**src/hw/rtl/line_pixel_stepper_macros.svh**
```systemverilog
// assertion helpers for the line stepper back side (lps_back)
`ifndef LINE_PIXEL_STEPPER_MACROS_SVH
`define LINE_PIXEL_STEPPER_MACROS_SVH

`ifndef ASSERT_OFF
// checked only outside reset
`define LPS_ASSERT(lbl, prop) \
  lbl: assert property (@(posedge clk_i) disable iff (!rst_ni) prop) \
    else $error("line stepper assertion failed");
// checked on every edge, reset included
`define LPS_ASSERT_ALWAYS(lbl, prop) \
  lbl: assert property (@(posedge clk_i) prop) \
    else $error("line stepper reset assertion failed");
`else
`define LPS_ASSERT(lbl, prop)
`define LPS_ASSERT_ALWAYS(lbl, prop)
`endif

`endif

```
**src/hw/rtl/lps_pkg.sv**
```systemverilog
package lps_pkg;

  // coordinate width of every endpoint and pixel
  localparam int unsigned COORD_BITS = 12;
  // folded deltas are never negative and never exceed 2^COORD_BITS - 1
  localparam int unsigned DELTA_W    = COORD_BITS;
  // pixel count reaches major delta plus one
  localparam int unsigned CNT_W      = COORD_BITS + 1;
  // decision value stays within twice the largest delta, either sign
  localparam int unsigned ERR_W      = DELTA_W + 2;

  // command queue, depth a power of two
  localparam int unsigned FIFO_DEPTH = 2;
  localparam int unsigned FIFO_PTR_W = (FIFO_DEPTH > 1) ? $clog2(FIFO_DEPTH) : 1;
  localparam int unsigned FIFO_CNT_W = $clog2(FIFO_DEPTH + 1);

  typedef logic signed [COORD_BITS-1:0] coord_t;
  typedef logic [DELTA_W-1:0]           delta_t;

  typedef enum logic {
    OP_START = 1'b0,
    OP_STEP  = 1'b1
  } lps_op_e;

  typedef struct packed {
    logic mir_y;
    logic mir_x;
    logic swap;
  } fold_t;

  typedef struct packed {
    logic   mode;
    coord_t x_start;
    coord_t y_start;
    coord_t x_end;
    coord_t y_end;
  } lps_in_t;

  typedef struct packed {
    coord_t pixel_x;
    coord_t pixel_y;
    logic   last_pixel;
  } lps_out_t;

  typedef struct packed {
    lps_op_e op;
    fold_t   fold;
    coord_t  major_pos;
    coord_t  minor_pos;
    delta_t  major_delta;
    delta_t  minor_delta;
  } lps_cmd_t;

  typedef struct packed {
    logic full;
    logic empty;
  } fifo_stat_t;

endpackage

```
**src/hw/rtl/lps_front.sv**
```systemverilog
module lps_front (
  input  lps_pkg::lps_in_t  in_i,
  output lps_pkg::lps_cmd_t cmd_o
);
  import lps_pkg::*;

  logic signed [COORD_BITS:0] dx, dy, dx_s, dy_s, dx_m, dy_m;
  coord_t xa_s, ya_s, xa_m, ya_m;
  logic   both_neg;
  fold_t  fold;

  always_comb begin
    dx = {in_i.x_end[COORD_BITS-1], in_i.x_end} - {in_i.x_start[COORD_BITS-1], in_i.x_start};
    dy = {in_i.y_end[COORD_BITS-1], in_i.y_end} - {in_i.y_start[COORD_BITS-1], in_i.y_start};
    both_neg = dx[COORD_BITS] & dy[COORD_BITS];

    // both deltas negative: walk the line from the other end
    if (both_neg) begin
      xa_s = in_i.x_end;
      ya_s = in_i.y_end;
      dx_s = -dx;
      dy_s = -dy;
    end else begin
      xa_s = in_i.x_start;
      ya_s = in_i.y_start;
      dx_s = dx;
      dy_s = dy;
    end

    fold.mir_x = dx_s[COORD_BITS];
    fold.mir_y = dy_s[COORD_BITS];
    xa_m = fold.mir_x ? -xa_s : xa_s;
    dx_m = fold.mir_x ? -dx_s : dx_s;
    ya_m = fold.mir_y ? -ya_s : ya_s;
    dy_m = fold.mir_y ? -dy_s : dy_s;

    fold.swap = dy_m[DELTA_W-1:0] > dx_m[DELTA_W-1:0];

    cmd_o.op   = lps_op_e'(in_i.mode);
    cmd_o.fold = fold;
    if (fold.swap) begin
      cmd_o.major_pos   = ya_m;
      cmd_o.minor_pos   = xa_m;
      cmd_o.major_delta = dy_m[DELTA_W-1:0];
      cmd_o.minor_delta = dx_m[DELTA_W-1:0];
    end else begin
      cmd_o.major_pos   = xa_m;
      cmd_o.minor_pos   = ya_m;
      cmd_o.major_delta = dx_m[DELTA_W-1:0];
      cmd_o.minor_delta = dy_m[DELTA_W-1:0];
    end
  end

endmodule

```
**src/hw/rtl/lps_cmd_fifo.sv**
```systemverilog
module lps_cmd_fifo (
  input  logic                 clk_i,
  input  logic                 rst_ni,
  input  logic                 push_i,
  input  lps_pkg::lps_cmd_t    data_i,
  input  logic                 pop_i,
  output lps_pkg::lps_cmd_t    data_o,
  output lps_pkg::fifo_stat_t  stat_o
);
  import lps_pkg::*;

  lps_cmd_t              mem_q [FIFO_DEPTH];
  logic [FIFO_PTR_W-1:0] wr_ptr_q, wr_ptr_d, rd_ptr_q, rd_ptr_d;
  logic [FIFO_CNT_W-1:0] cnt_q, cnt_d;

  assign stat_o.full  = (cnt_q == FIFO_CNT_W'(FIFO_DEPTH));
  assign stat_o.empty = (cnt_q == '0);
  assign data_o       = mem_q[rd_ptr_q];

  always_comb begin
    wr_ptr_d = push_i ? wr_ptr_q + FIFO_PTR_W'(1) : wr_ptr_q;
    rd_ptr_d = pop_i  ? rd_ptr_q + FIFO_PTR_W'(1) : rd_ptr_q;
    case ({push_i, pop_i})
      2'b10:   cnt_d = cnt_q + FIFO_CNT_W'(1);
      2'b01:   cnt_d = cnt_q - FIFO_CNT_W'(1);
      default: cnt_d = cnt_q;
    endcase
  end

  always_ff @(posedge clk_i) begin
    if (push_i) begin
      mem_q[wr_ptr_q] <= data_i;
    end
  end

  always_ff @(posedge clk_i or negedge rst_ni) begin
    if (!rst_ni) begin
      wr_ptr_q <= '0;
      rd_ptr_q <= '0;
      cnt_q    <= '0;
    end else begin
      wr_ptr_q <= wr_ptr_d;
      rd_ptr_q <= rd_ptr_d;
      cnt_q    <= cnt_d;
    end
  end

endmodule

```
**src/hw/rtl/lps_back.sv**
```systemverilog
`include "line_pixel_stepper_macros.svh"

module lps_back (
  input  logic               clk_i,
  input  logic               rst_ni,
  input  lps_pkg::lps_cmd_t  cmd_i,
  input  logic               cmd_valid_i,
  output logic               cmd_pop_o,
  output logic               out_valid_o,
  input  logic               out_ready_i,
  output lps_pkg::lps_out_t  out_data_o
);
  import lps_pkg::*;

  logic                    active_q, active_d;
  coord_t                  major_pos_q, major_pos_d, minor_pos_q, minor_pos_d;
  logic signed [ERR_W-1:0] err_q, err_d, inc_diag_q, inc_diag_d, inc_axial_q, inc_axial_d;
  logic [CNT_W-1:0]        left_q, left_d;
  fold_t                   fold_q, fold_d;
  logic                    out_valid_q, out_valid_d;
  lps_out_t                out_q, out_d;

  logic                    out_free, is_start, emit, start;
  logic signed [ERR_W-1:0] two_dy, two_dx, dx_e;
  coord_t                  px, py;

  always_comb begin
    out_free  = !out_valid_q || out_ready_i;
    is_start  = (cmd_i.op == OP_START);
    cmd_pop_o = cmd_valid_i && (is_start || !active_q || out_free);
    start     = cmd_valid_i && is_start;
    emit      = cmd_valid_i && !is_start && active_q && out_free;

    two_dy = {1'b0, cmd_i.minor_delta, 1'b0};
    two_dx = {1'b0, cmd_i.major_delta, 1'b0};
    dx_e   = {2'b00, cmd_i.major_delta};

    px = fold_q.swap ? minor_pos_q : major_pos_q;
    py = fold_q.swap ? major_pos_q : minor_pos_q;
    if (fold_q.mir_x) begin
      px = -px;
    end
    if (fold_q.mir_y) begin
      py = -py;
    end

    active_d    = active_q;
    major_pos_d = major_pos_q;
    minor_pos_d = minor_pos_q;
    err_d       = err_q;
    inc_diag_d  = inc_diag_q;
    inc_axial_d = inc_axial_q;
    left_d      = left_q;
    fold_d      = fold_q;

    if (start) begin
      fold_d      = cmd_i.fold;
      major_pos_d = cmd_i.major_pos;
      minor_pos_d = cmd_i.minor_pos;
      err_d       = two_dy - dx_e;
      inc_diag_d  = two_dy - two_dx;
      inc_axial_d = two_dy;
      // a zero length line draws nothing
      active_d    = (cmd_i.major_delta != '0);
      left_d      = {1'b0, cmd_i.major_delta} + CNT_W'(1);
    end else if (emit) begin
      if (!err_q[ERR_W-1]) begin
        minor_pos_d = minor_pos_q + COORD_BITS'(1);
        err_d       = err_q + inc_diag_q;
      end else begin
        err_d       = err_q + inc_axial_q;
      end
      major_pos_d = major_pos_q + COORD_BITS'(1);
      left_d      = left_q - CNT_W'(1);
      active_d    = (left_q != CNT_W'(1));
    end

    out_valid_d = out_valid_q;
    out_d       = out_q;
    if (emit) begin
      out_valid_d      = 1'b1;
      out_d.pixel_x    = px;
      out_d.pixel_y    = py;
      out_d.last_pixel = (left_q == CNT_W'(1));
    end else if (out_ready_i) begin
      out_valid_d = 1'b0;
    end
  end

  always_ff @(posedge clk_i or negedge rst_ni) begin
    if (!rst_ni) begin
      active_q    <= 1'b0;
      out_valid_q <= 1'b0;
    end else begin
      active_q    <= active_d;
      out_valid_q <= out_valid_d;
    end
  end

  always_ff @(posedge clk_i) begin
    major_pos_q <= major_pos_d;
    minor_pos_q <= minor_pos_d;
    err_q       <= err_d;
    inc_diag_q  <= inc_diag_d;
    inc_axial_q <= inc_axial_d;
    left_q      <= left_d;
    fold_q      <= fold_d;
    out_q       <= out_d;
  end

  assign out_valid_o = out_valid_q;
  assign out_data_o  = out_q;

  `LPS_ASSERT(a_active_has_pixels, active_q |-> (left_q != '0))
  `LPS_ASSERT(a_last_ends_line, (emit && (left_q == CNT_W'(1))) |=> !active_q)
  `LPS_ASSERT(a_folded_octant, active_q |-> (inc_diag_q[ERR_W-1] || (inc_diag_q == '0)))
  `LPS_ASSERT_ALWAYS(a_reset_no_beat, !rst_ni |=> !out_valid_q)

endmodule

```
**src/hw/rtl/line_pixel_stepper.sv**
```systemverilog
// bresenham line rasteriser. a start beat (mode 0) loads two signed endpoints and
// produces nothing; each step beat (mode 1) then yields the next pixel of the line in
// the original coordinates, major length plus one pixels in all, the last one flagged
// by last_pixel. every octant is handled, equal endpoints draw nothing, a step with no
// line running is swallowed, and a start during a line abandons it. one input beat is
// taken every clock and one pixel leaves every clock while out_ready_i holds; each
// step beat passes the two-entry command queue and its pixel the output register.
// a stalled output fills the queue after two beats and then holds off the input.
module line_pixel_stepper (
  input  logic              clk_i,
  input  logic              rst_ni,
  input  logic              in_valid_i,
  output logic              in_ready_o,
  input  lps_pkg::lps_in_t  in_data_i,
  output logic              out_valid_o,
  input  logic              out_ready_i,
  output lps_pkg::lps_out_t out_data_o
);
  import lps_pkg::*;

  // front side: fold each start beat into the first octant
  lps_cmd_t   front_cmd;
  // queue between folding and stepping
  lps_cmd_t   queue_cmd;
  fifo_stat_t queue_stat;
  logic       queue_push, queue_pop;

  assign in_ready_o = !queue_stat.full;
  assign queue_push = in_valid_i && in_ready_o;

  lps_front u_front (
    .in_i  (in_data_i),
    .cmd_o (front_cmd)
  );

  lps_cmd_fifo u_queue (
    .clk_i  (clk_i),
    .rst_ni (rst_ni),
    .push_i (queue_push),
    .data_i (front_cmd),
    .pop_i  (queue_pop),
    .data_o (queue_cmd),
    .stat_o (queue_stat)
  );

  // back side: one add and compare on the running decision value per pixel
  lps_back u_back (
    .clk_i       (clk_i),
    .rst_ni      (rst_ni),
    .cmd_i       (queue_cmd),
    .cmd_valid_i (!queue_stat.empty),
    .cmd_pop_o   (queue_pop),
    .out_valid_o (out_valid_o),
    .out_ready_i (out_ready_i),
    .out_data_o  (out_data_o)
  );

endmodule

```
**config.mk**
```make
export PLATFORM = sky130hd
export DESIGN_NAME = line_pixel_stepper
export DESIGN_NICKNAME = d
export VERILOG_FILES = /design/src/hw/rtl/lps_pkg.sv /design/src/hw/rtl/lps_front.sv /design/src/hw/rtl/lps_cmd_fifo.sv /design/src/hw/rtl/lps_back.sv /design/src/hw/rtl/line_pixel_stepper.sv
export VERILOG_INCLUDE_DIRS = /design/src /design/src/hw/rtl
export SDC_FILE = /design/constraint.sdc
export NUM_CORES = 1
export LEC_CHECK = 0
export BUFFER_PORTS_ARGS = -buffer_cell sky130_fd_sc_hd__buf_2
export CORE_MARGIN = 1.5
export CORE_UTILIZATION = 45
export DETAILED_ROUTE_END_ITERATION = 12
export MAX_ROUTING_LAYER = met4
export PLACE_DENSITY = 0.64
export SLEW_MARGIN = 20
export SYNTH_ARGS = -nofsm -noshare
export SYNTH_HDL_FRONTEND = slang
export SYNTH_SLANG_ARGS = --single-unit
```
**constraint.sdc**
```tcl
create_clock -name clk_i -period 5 [get_ports clk_i]
set_input_delay 0.5 -clock clk_i [delete_from_list [all_inputs] [get_ports clk_i]]
set_output_delay 0.5 -clock clk_i [all_outputs]
set_load 0.02 [all_outputs]
```
Word level (Yosys, flattened, before mapping)
Memories as Yosys holds them, arrays and structs flattened.
Index checks and enable logic that the tools add are counted.
{"block": "word_totals", "ff_bits": 111, "latchBits": 0, "mem_bits_rw": 104, "romBits": 0, "in_bits": 53, "output_inout_bits": 27, "elab_cells": 98, "n_memories": 1}
{"block": "classes", "add_sub_neg": 22, "n_mul": 0, "n_div": 0, "order_cmp": 1, "eq_ne": 6, "shift": 0, "muxes": 30, "bitwise_logic": 2, "n_reduce_logical": 19}
{"memory": "u_queue.mem_q", "words": 2, "word_bits": 52, "read_ports": 1, "rd_clocked_by_memory_dff": 0, "write_ports": 1, "line": "lps_cmd_fifo.sv:12", "source": "lps_cmd_t mem_q [FIFO_DEPTH];"}
{"cell": "12-bit 2-to-1 mux", "n": 15}
{"cell": "12-bit negation", "n": 6}
{"cell": "13-bit 2-to-1 mux", "n": 4}
{"cell": "48-bit 2-to-1 mux", "n": 1}
{"cell": "14-bit 2-to-1 mux", "n": 3}
{"cell": "14-bit adder", "n": 2}
{"cell": "13-bit negation", "n": 2}
{"cell": "12-bit by 12-bit subtractor with 13-bit output", "n": 2}
{"cell": "12-bit by 2-bit adder with 12-bit output, second input constant", "n": 2}
{"cell": "13-bit by 12-bit subtractor with 14-bit output", "n": 1}
{"cell": "13-bit by 13-bit subtractor with 14-bit output", "n": 1}
{"cell": "12-bit by 1-bit adder with 13-bit output, second input constant", "n": 1}
{"cell": "13-bit by 1-bit equality test with 1-bit output, second input constant", "n": 1}
{"cell": "13-bit by 1-bit inequality test with 1-bit output, second input constant", "n": 1}
{"cell": "13-bit by 1-bit subtractor with 13-bit output, second input constant", "n": 1}
{"cell": "12-bit > comparator", "n": 1}
{"cell": "12-bit nonzero test", "n": 1}
{"cell": "1-bit logical AND", "n": 6}
{"cell": "1-bit 2-to-1 mux", "n": 6}
{"cell": "2-bit nonzero test", "n": 3}
{"cell": "2-bit equality test, second input constant", "n": 2}
{"cell": "1-bit zero test", "n": 4}
{"cell": "2-bit case mux with 2 select lines", "n": 1}
{"cell": "1-bit logical OR", "n": 3}
{"cell": "other kinds (9)", "n": 10}

Logic depth before layout (Yosys ltp)
{"block": "depth", "depth_word": 7, "depth_mapped": 31, "mapped_depth_nobuf": 26}

By module
A second synthesis with hierarchy kept.
{"block": "unflattened", "hier_cells": 1578, "area_unflattened_um2": 16066.7}
{"module": "lps_back", "instances": 1, "cells_each": 718, "area_per_inst_um2": 7280.7, "seq_area_each_um2": 3143.0}
{"module": "lps_front", "instances": 1, "cells_each": 679, "area_per_inst_um2": 4584.4, "seq_area_each_um2": 0.0}
{"module": "lps_cmd_fifo", "instances": 1, "cells_each": 178, "area_per_inst_um2": 4187.8, "seq_area_each_um2": 3223.1}
{"module": "line_pixel_stepper", "instances": 1, "cells_each": 3, "area_per_inst_um2": 13.8, "seq_area_each_um2": 0.0}

Worst setup path before layout
OpenSTA, ideal clock, no wires.
{"block": "synth_timing", "path_kind": "input port to flip-flop", "start": "input port in_data_i[12] in the netlist's numbering", "end": "memory u_queue.mem_q[0][12] in the netlist's numbering, data pin", "setup_time_ns": 0.285, "arrival_time_ns": 5.957, "t_required_ns": 4.715, "slack_ns": -1.242, "stages": 27, "n_path_buf": 5, "cell_sequence": "inv_1 ha_1 fa_1 nand2b_1 a211oi_1 o21ai_2 o21a_1 buf_2 nand2_1 clkbuf_1 buf_1 o21ai_0 ha_1 nand3_1 a21oi_1 a311oi_1 nor2_1 a31oi_1 xnor2_1 ha_1 nand4_1 o21ai_0 a21oi_1 a21oi_1 clkbuf_1 buf_1 mux2i_1"}
{"item": "start, declared", "line": "line_pixel_stepper.sv:14", "source": "input lps_pkg::lps_in_t in_data_i,"}
{"item": "end, declared", "line": "lps_cmd_fifo.sv:12"}

==> summary.md <==
| Metric | Value |
|---|---|
| Crit path largest cell delay | `about 0.50 ns` |
| First-pass GRT wire length | `between 60,000 and 70,000 um` |
| Post-synthesis average cell area | `9.89 um^2` |
| Maximum net fanout on the critical path | `10` |
| R2R setup slack | `around 1.1 ns` |
| Multi-input logic area | `0.00898 mm^2` |
| First drt pass iteration count | `5` |
| Skew final | `around 0.0098 ns` |
| Clock buffer depth | `3` |
| Avg WL per Cell | `17.2 um` |
| Ant. Diodes | `0` |
| Yosys reg bits | `213` |
| Vias per cell | `between 5 and 6` |
| Area Overhead vs Synth | `26.3%` |
| Xor/xnor share of the synthesized area | `8.45%` |
| Power density over cell area | `663 mW/mm^2` |
| Syn Nets | `around 1,700` |
| Initial core utilization | `46.0%` |
| Post-synthesis mux area share | `between 9 and 10%` |
| TritonCTS clock tree | `done` |
| DRT iter0 DRCs | `approximately 780` |
| DIE WIDTH | `about 190 um` |
| Register area | `approximately 0.0064 mm^2` |
| Die Y-Extent | `around 190 um` |
| Post-Synthesis Cells | `approximately 1,600` |
| Port bufs | `79` |
| Die Area | `0.0356 mm^2` |
| Total grt overflow | `0` |
| Most common cell in the netlist | `edfxtp_1` |
| Core Rows | `67` |
| VDD IR max | `between 0.0004 and 0.0005 V` |
| Placed cell areas | `0.0185 mm^2` |
| Setup crit start kind | `input pin` |
| Final WL | `approximately 40,000 um` |
| Fmax | `between 200 and 250 MHz` |
| Vias in the first global route | `12,723` |
| Arrival time worst endpoint | `roughly 5 ns` |
| Minimum clock period | `~5 ns` |
| Post-synth top flop | `edfxtp_1` |
| Post-synth top cells | `edfxtp_1, nor2_1, mux2i_1` |
| Finished Core Util | `58.2%` |
| Final hold vios | `0` |
| Largest net degree at the start of global routing | `55` |
| Final setup TNS | `0 ns` |
| CTS Root Cell | `clkbuf_16` |
| Final #Nets | `around 2,000` |
| Main combinational cell family by area after synthesis | `compound AO/OA/AOI/OAI gates` |
| Finished Cell Area | `around 0.020 mm^2` |
| Setup CP Type | `input pin to flop` |
| CP endpoint kind | `flop` |
| Crit path cell chain | `buf_2, inv_1, ha_2, buf_4, or3_1, o221a_1, or4b_4, a31o_1, or3_4, o2111a_1, or3_4, xnor2_4, inv_1, ha_4, a21o_1, a21o_1, a21oi_2, o21ai_1, a21oi_2, buf_4, a21oi_4, buf_12, mux2_2` |
| Placer congestion estimate | `0.972` |
| Slowest-stage cell, CP | `or4b_4` |
| Routed vias | `13,047` |
| H-tree depth | `1` |
| Final Max Slew Viols | `0` |
| Simple-Gate Fraction of Synth Area | `between 10% and 20%` |
| Num CTS Buffers | `21` |
| Worst Hold Launch | `in_data_i[48]` |
| Register-to-Register Path Depth | `12` |
| Fill cell count | `between 2,000 and 3,000` |
| DP HPWL | `31,300 um` |
| Post-synth EDFFs | `between 200 and 250` |
| Tcrit/Tclk final | `a little over nine tenths` |
| CTS sink count | `approximately 210` |
| Final setup viols | `0` |
| Mapped Area | `between 0.015 and 0.02 mm^2` |
| Layout cell share with drive strength beyond 1 | `about 28%` |
| Ports | `80` |
| Actual slew at the worst max-slew pin | `1.01 ns` |
| Synth top area share | `40.1%` |
| Non-filler cells, final | `about 2,400` |
| YS warnings | `0` |
| Post-synthesis sequential area ratio | `between 40% and 50%` |
| Post-route setup slack | `0.124 ns` |
| Routed Antenna Nets | `0` |
| Largest area contributor in the netlist | `edfxtp_1` |
| Initial antenna violation count | `0` |
| Skew-Pair Late Insertion Delay | `0.50 ns` |
| Min-Delay Path Class | `input pin to flop` |
| Hold Path Depth | `1` |
| Max_slew headroom | `32.5%` |
| Synth area leaders | `edfxtp_1, ha_1, mux2i_1` |
| Compound-gate portion of the synthesized area | `15.9%` |
| Status | `finished, final reports clean` |
| Worst R2R Start | `u_queue.rd_ptr_q` |
| Place WS | `-0.978 ns` |
| Critical Path Start | `in_data_i[28]` |
| Tot GR Track Use | `between 20% and 30%` |
| Core Footprint | `0.0337 mm^2` |
| Synth Area in Adders | `7.58%` |
| Data required time of the worst path | `between 5 and 6 ns` |
| Placed cells | `between 2,000 and 2,500` |
| Post-route DRC | `0` |
| Clock slew at reported path FFs | `approximately 0.06 ns` |
| Leak | `8.06 nW` |
| FFs w/ async S/R, synth | `under 10%` |
| Max cap viols | `0` |
| Count of cell types in the netlist | `90` |
through the flow:
stage / power, W / hold slack (ns)
2_1_floorplan: 0.00909 / 0.204
3_3_place_gp: 0.0109 / 0.329
3_5_place_dp: 0.0111 / 0.332
4_1_cts: 0.0129 / 0.186
5_1_grt: 0.0140 / 0.190
6_report: 0.0130 / 0.209
report_power, final:
part	switching, W	internal (W)	total (W)
Combinational	0.00423	0.00330	0.00753
Sequential	0.000456	0.00349	0.00395
Clock	0.000654	0.000874	0.00153
logic make-up (layout without fill, tap and decap cells):
kind of cell,count (synthesis),count (layout)
simple gates,447,447
compound gates,380,381
flops,213,213
buf+inv,153,501
xor+xnor,148,148
mux,137,137
fa+ha+maj,91,91
flip-flops by register name (all words and copies together), names as in the netlist, 2 cells and up:
signal / cells
u_queue.mem_q: 104
u_back.out_data_o: 25
u_back.err_q: 13
u_back.inc_diag_q: 13
u_back.left_q: 13
u_back.inc_axial_q: 12
u_back.major_pos_q: 12
u_back.minor_pos_q: 12
u_back.fold_q: 3
u_queue.cnt_q: 2
worst max-delay path, delay by kind of cell:
| family | cells | cell delay (ns) |
|---|---|---|
| and+or+nand+nor | 4 | 1.61 |
| AOI/OAI and AO/OA | 9 | 1.34 |
| xor gates and xnor gates | 1 | 0.17 |
| muxes | 1 | 0.35 |
| adders and majority gates | 2 | 0.45 |
| buffers and inverters | 6 | 0.68 |
per-layer routing:
| metal | share of wire (%) | routed length, um | track usage (%) |
|---|---|---|---|
| met5 | 0 | 0 | - |
| met4 | 2.5 | 1020 | 6.47 |
| met3 | 6.1 | 2480 | 2.59 |
| met2 | 47 | 19200 | 38.6 |
| met1 | 44 | 17900 | 30.4 |
path summary, 6_finish.rpt:
kind | end
min in group asynchronous | u_queue.cnt_q[1]
setup reg to reg | u_back.err_q[12]
max in group asynchronous | u_queue.rd_ptr_q
hold / removal | u_queue.mem_q[1][51]
setup / recovery | u_queue.mem_q[1][35]
hold reg to reg | u_back.out_valid_o
repair_timing:
item | 4_1_cts | 5_1_grt
hold buffers | 1 | 0
gates cloned | 1 | 0
setup buffers | 8 | 11
endpoints found under the setup margin | 98 | 98
endpoints found under the hold margin | 6 | 0
gates resized for setup | 9 | 49
pin swaps | 1 | 19
placed cells by master (no fill, tap or decap), types with 7 or more instances in the layout:
master,count
clkbuf_16,21
a21oi_1,89
o211ai_1,12
o21a_1,13
xnor2_1,76
o31a_1,8
a21oi_2,9
nand3_1,36
or3_1,16
nand2b_1,21
buf_2,79
mux2i_1,102
a211oi_1,11
a21o_1,18
or4_1,9
o31ai_1,13
ha_1,79
o22ai_1,7
nor4_1,14
nand4_1,15
nor2_1,130
nor2b_1,17
nor3_1,40
mux2_2,32
nand2_1,94
xor2_1,66
o21ai_1,9
a31oi_1,10
a21boi_0,11
o21ai_0,88
inv_1,79
edfxtp_1,207
buf_4,292
cell type report:
| class | count | share of cell area [%] |
|---|---|---|
| clock inverter | 16 | 0.689 |
| multi-input combinational | 1204 | 45.8 |
| inverter | 83 | 1.67 |
| clock buffer | 22 | 2.70 |
| sequential | 213 | 32.5 |
| timing repair buffer | 380 | 13.8 |
| tap | 448 | 2.86 |
Note: power is estimated with default switching activity, not from simulation.
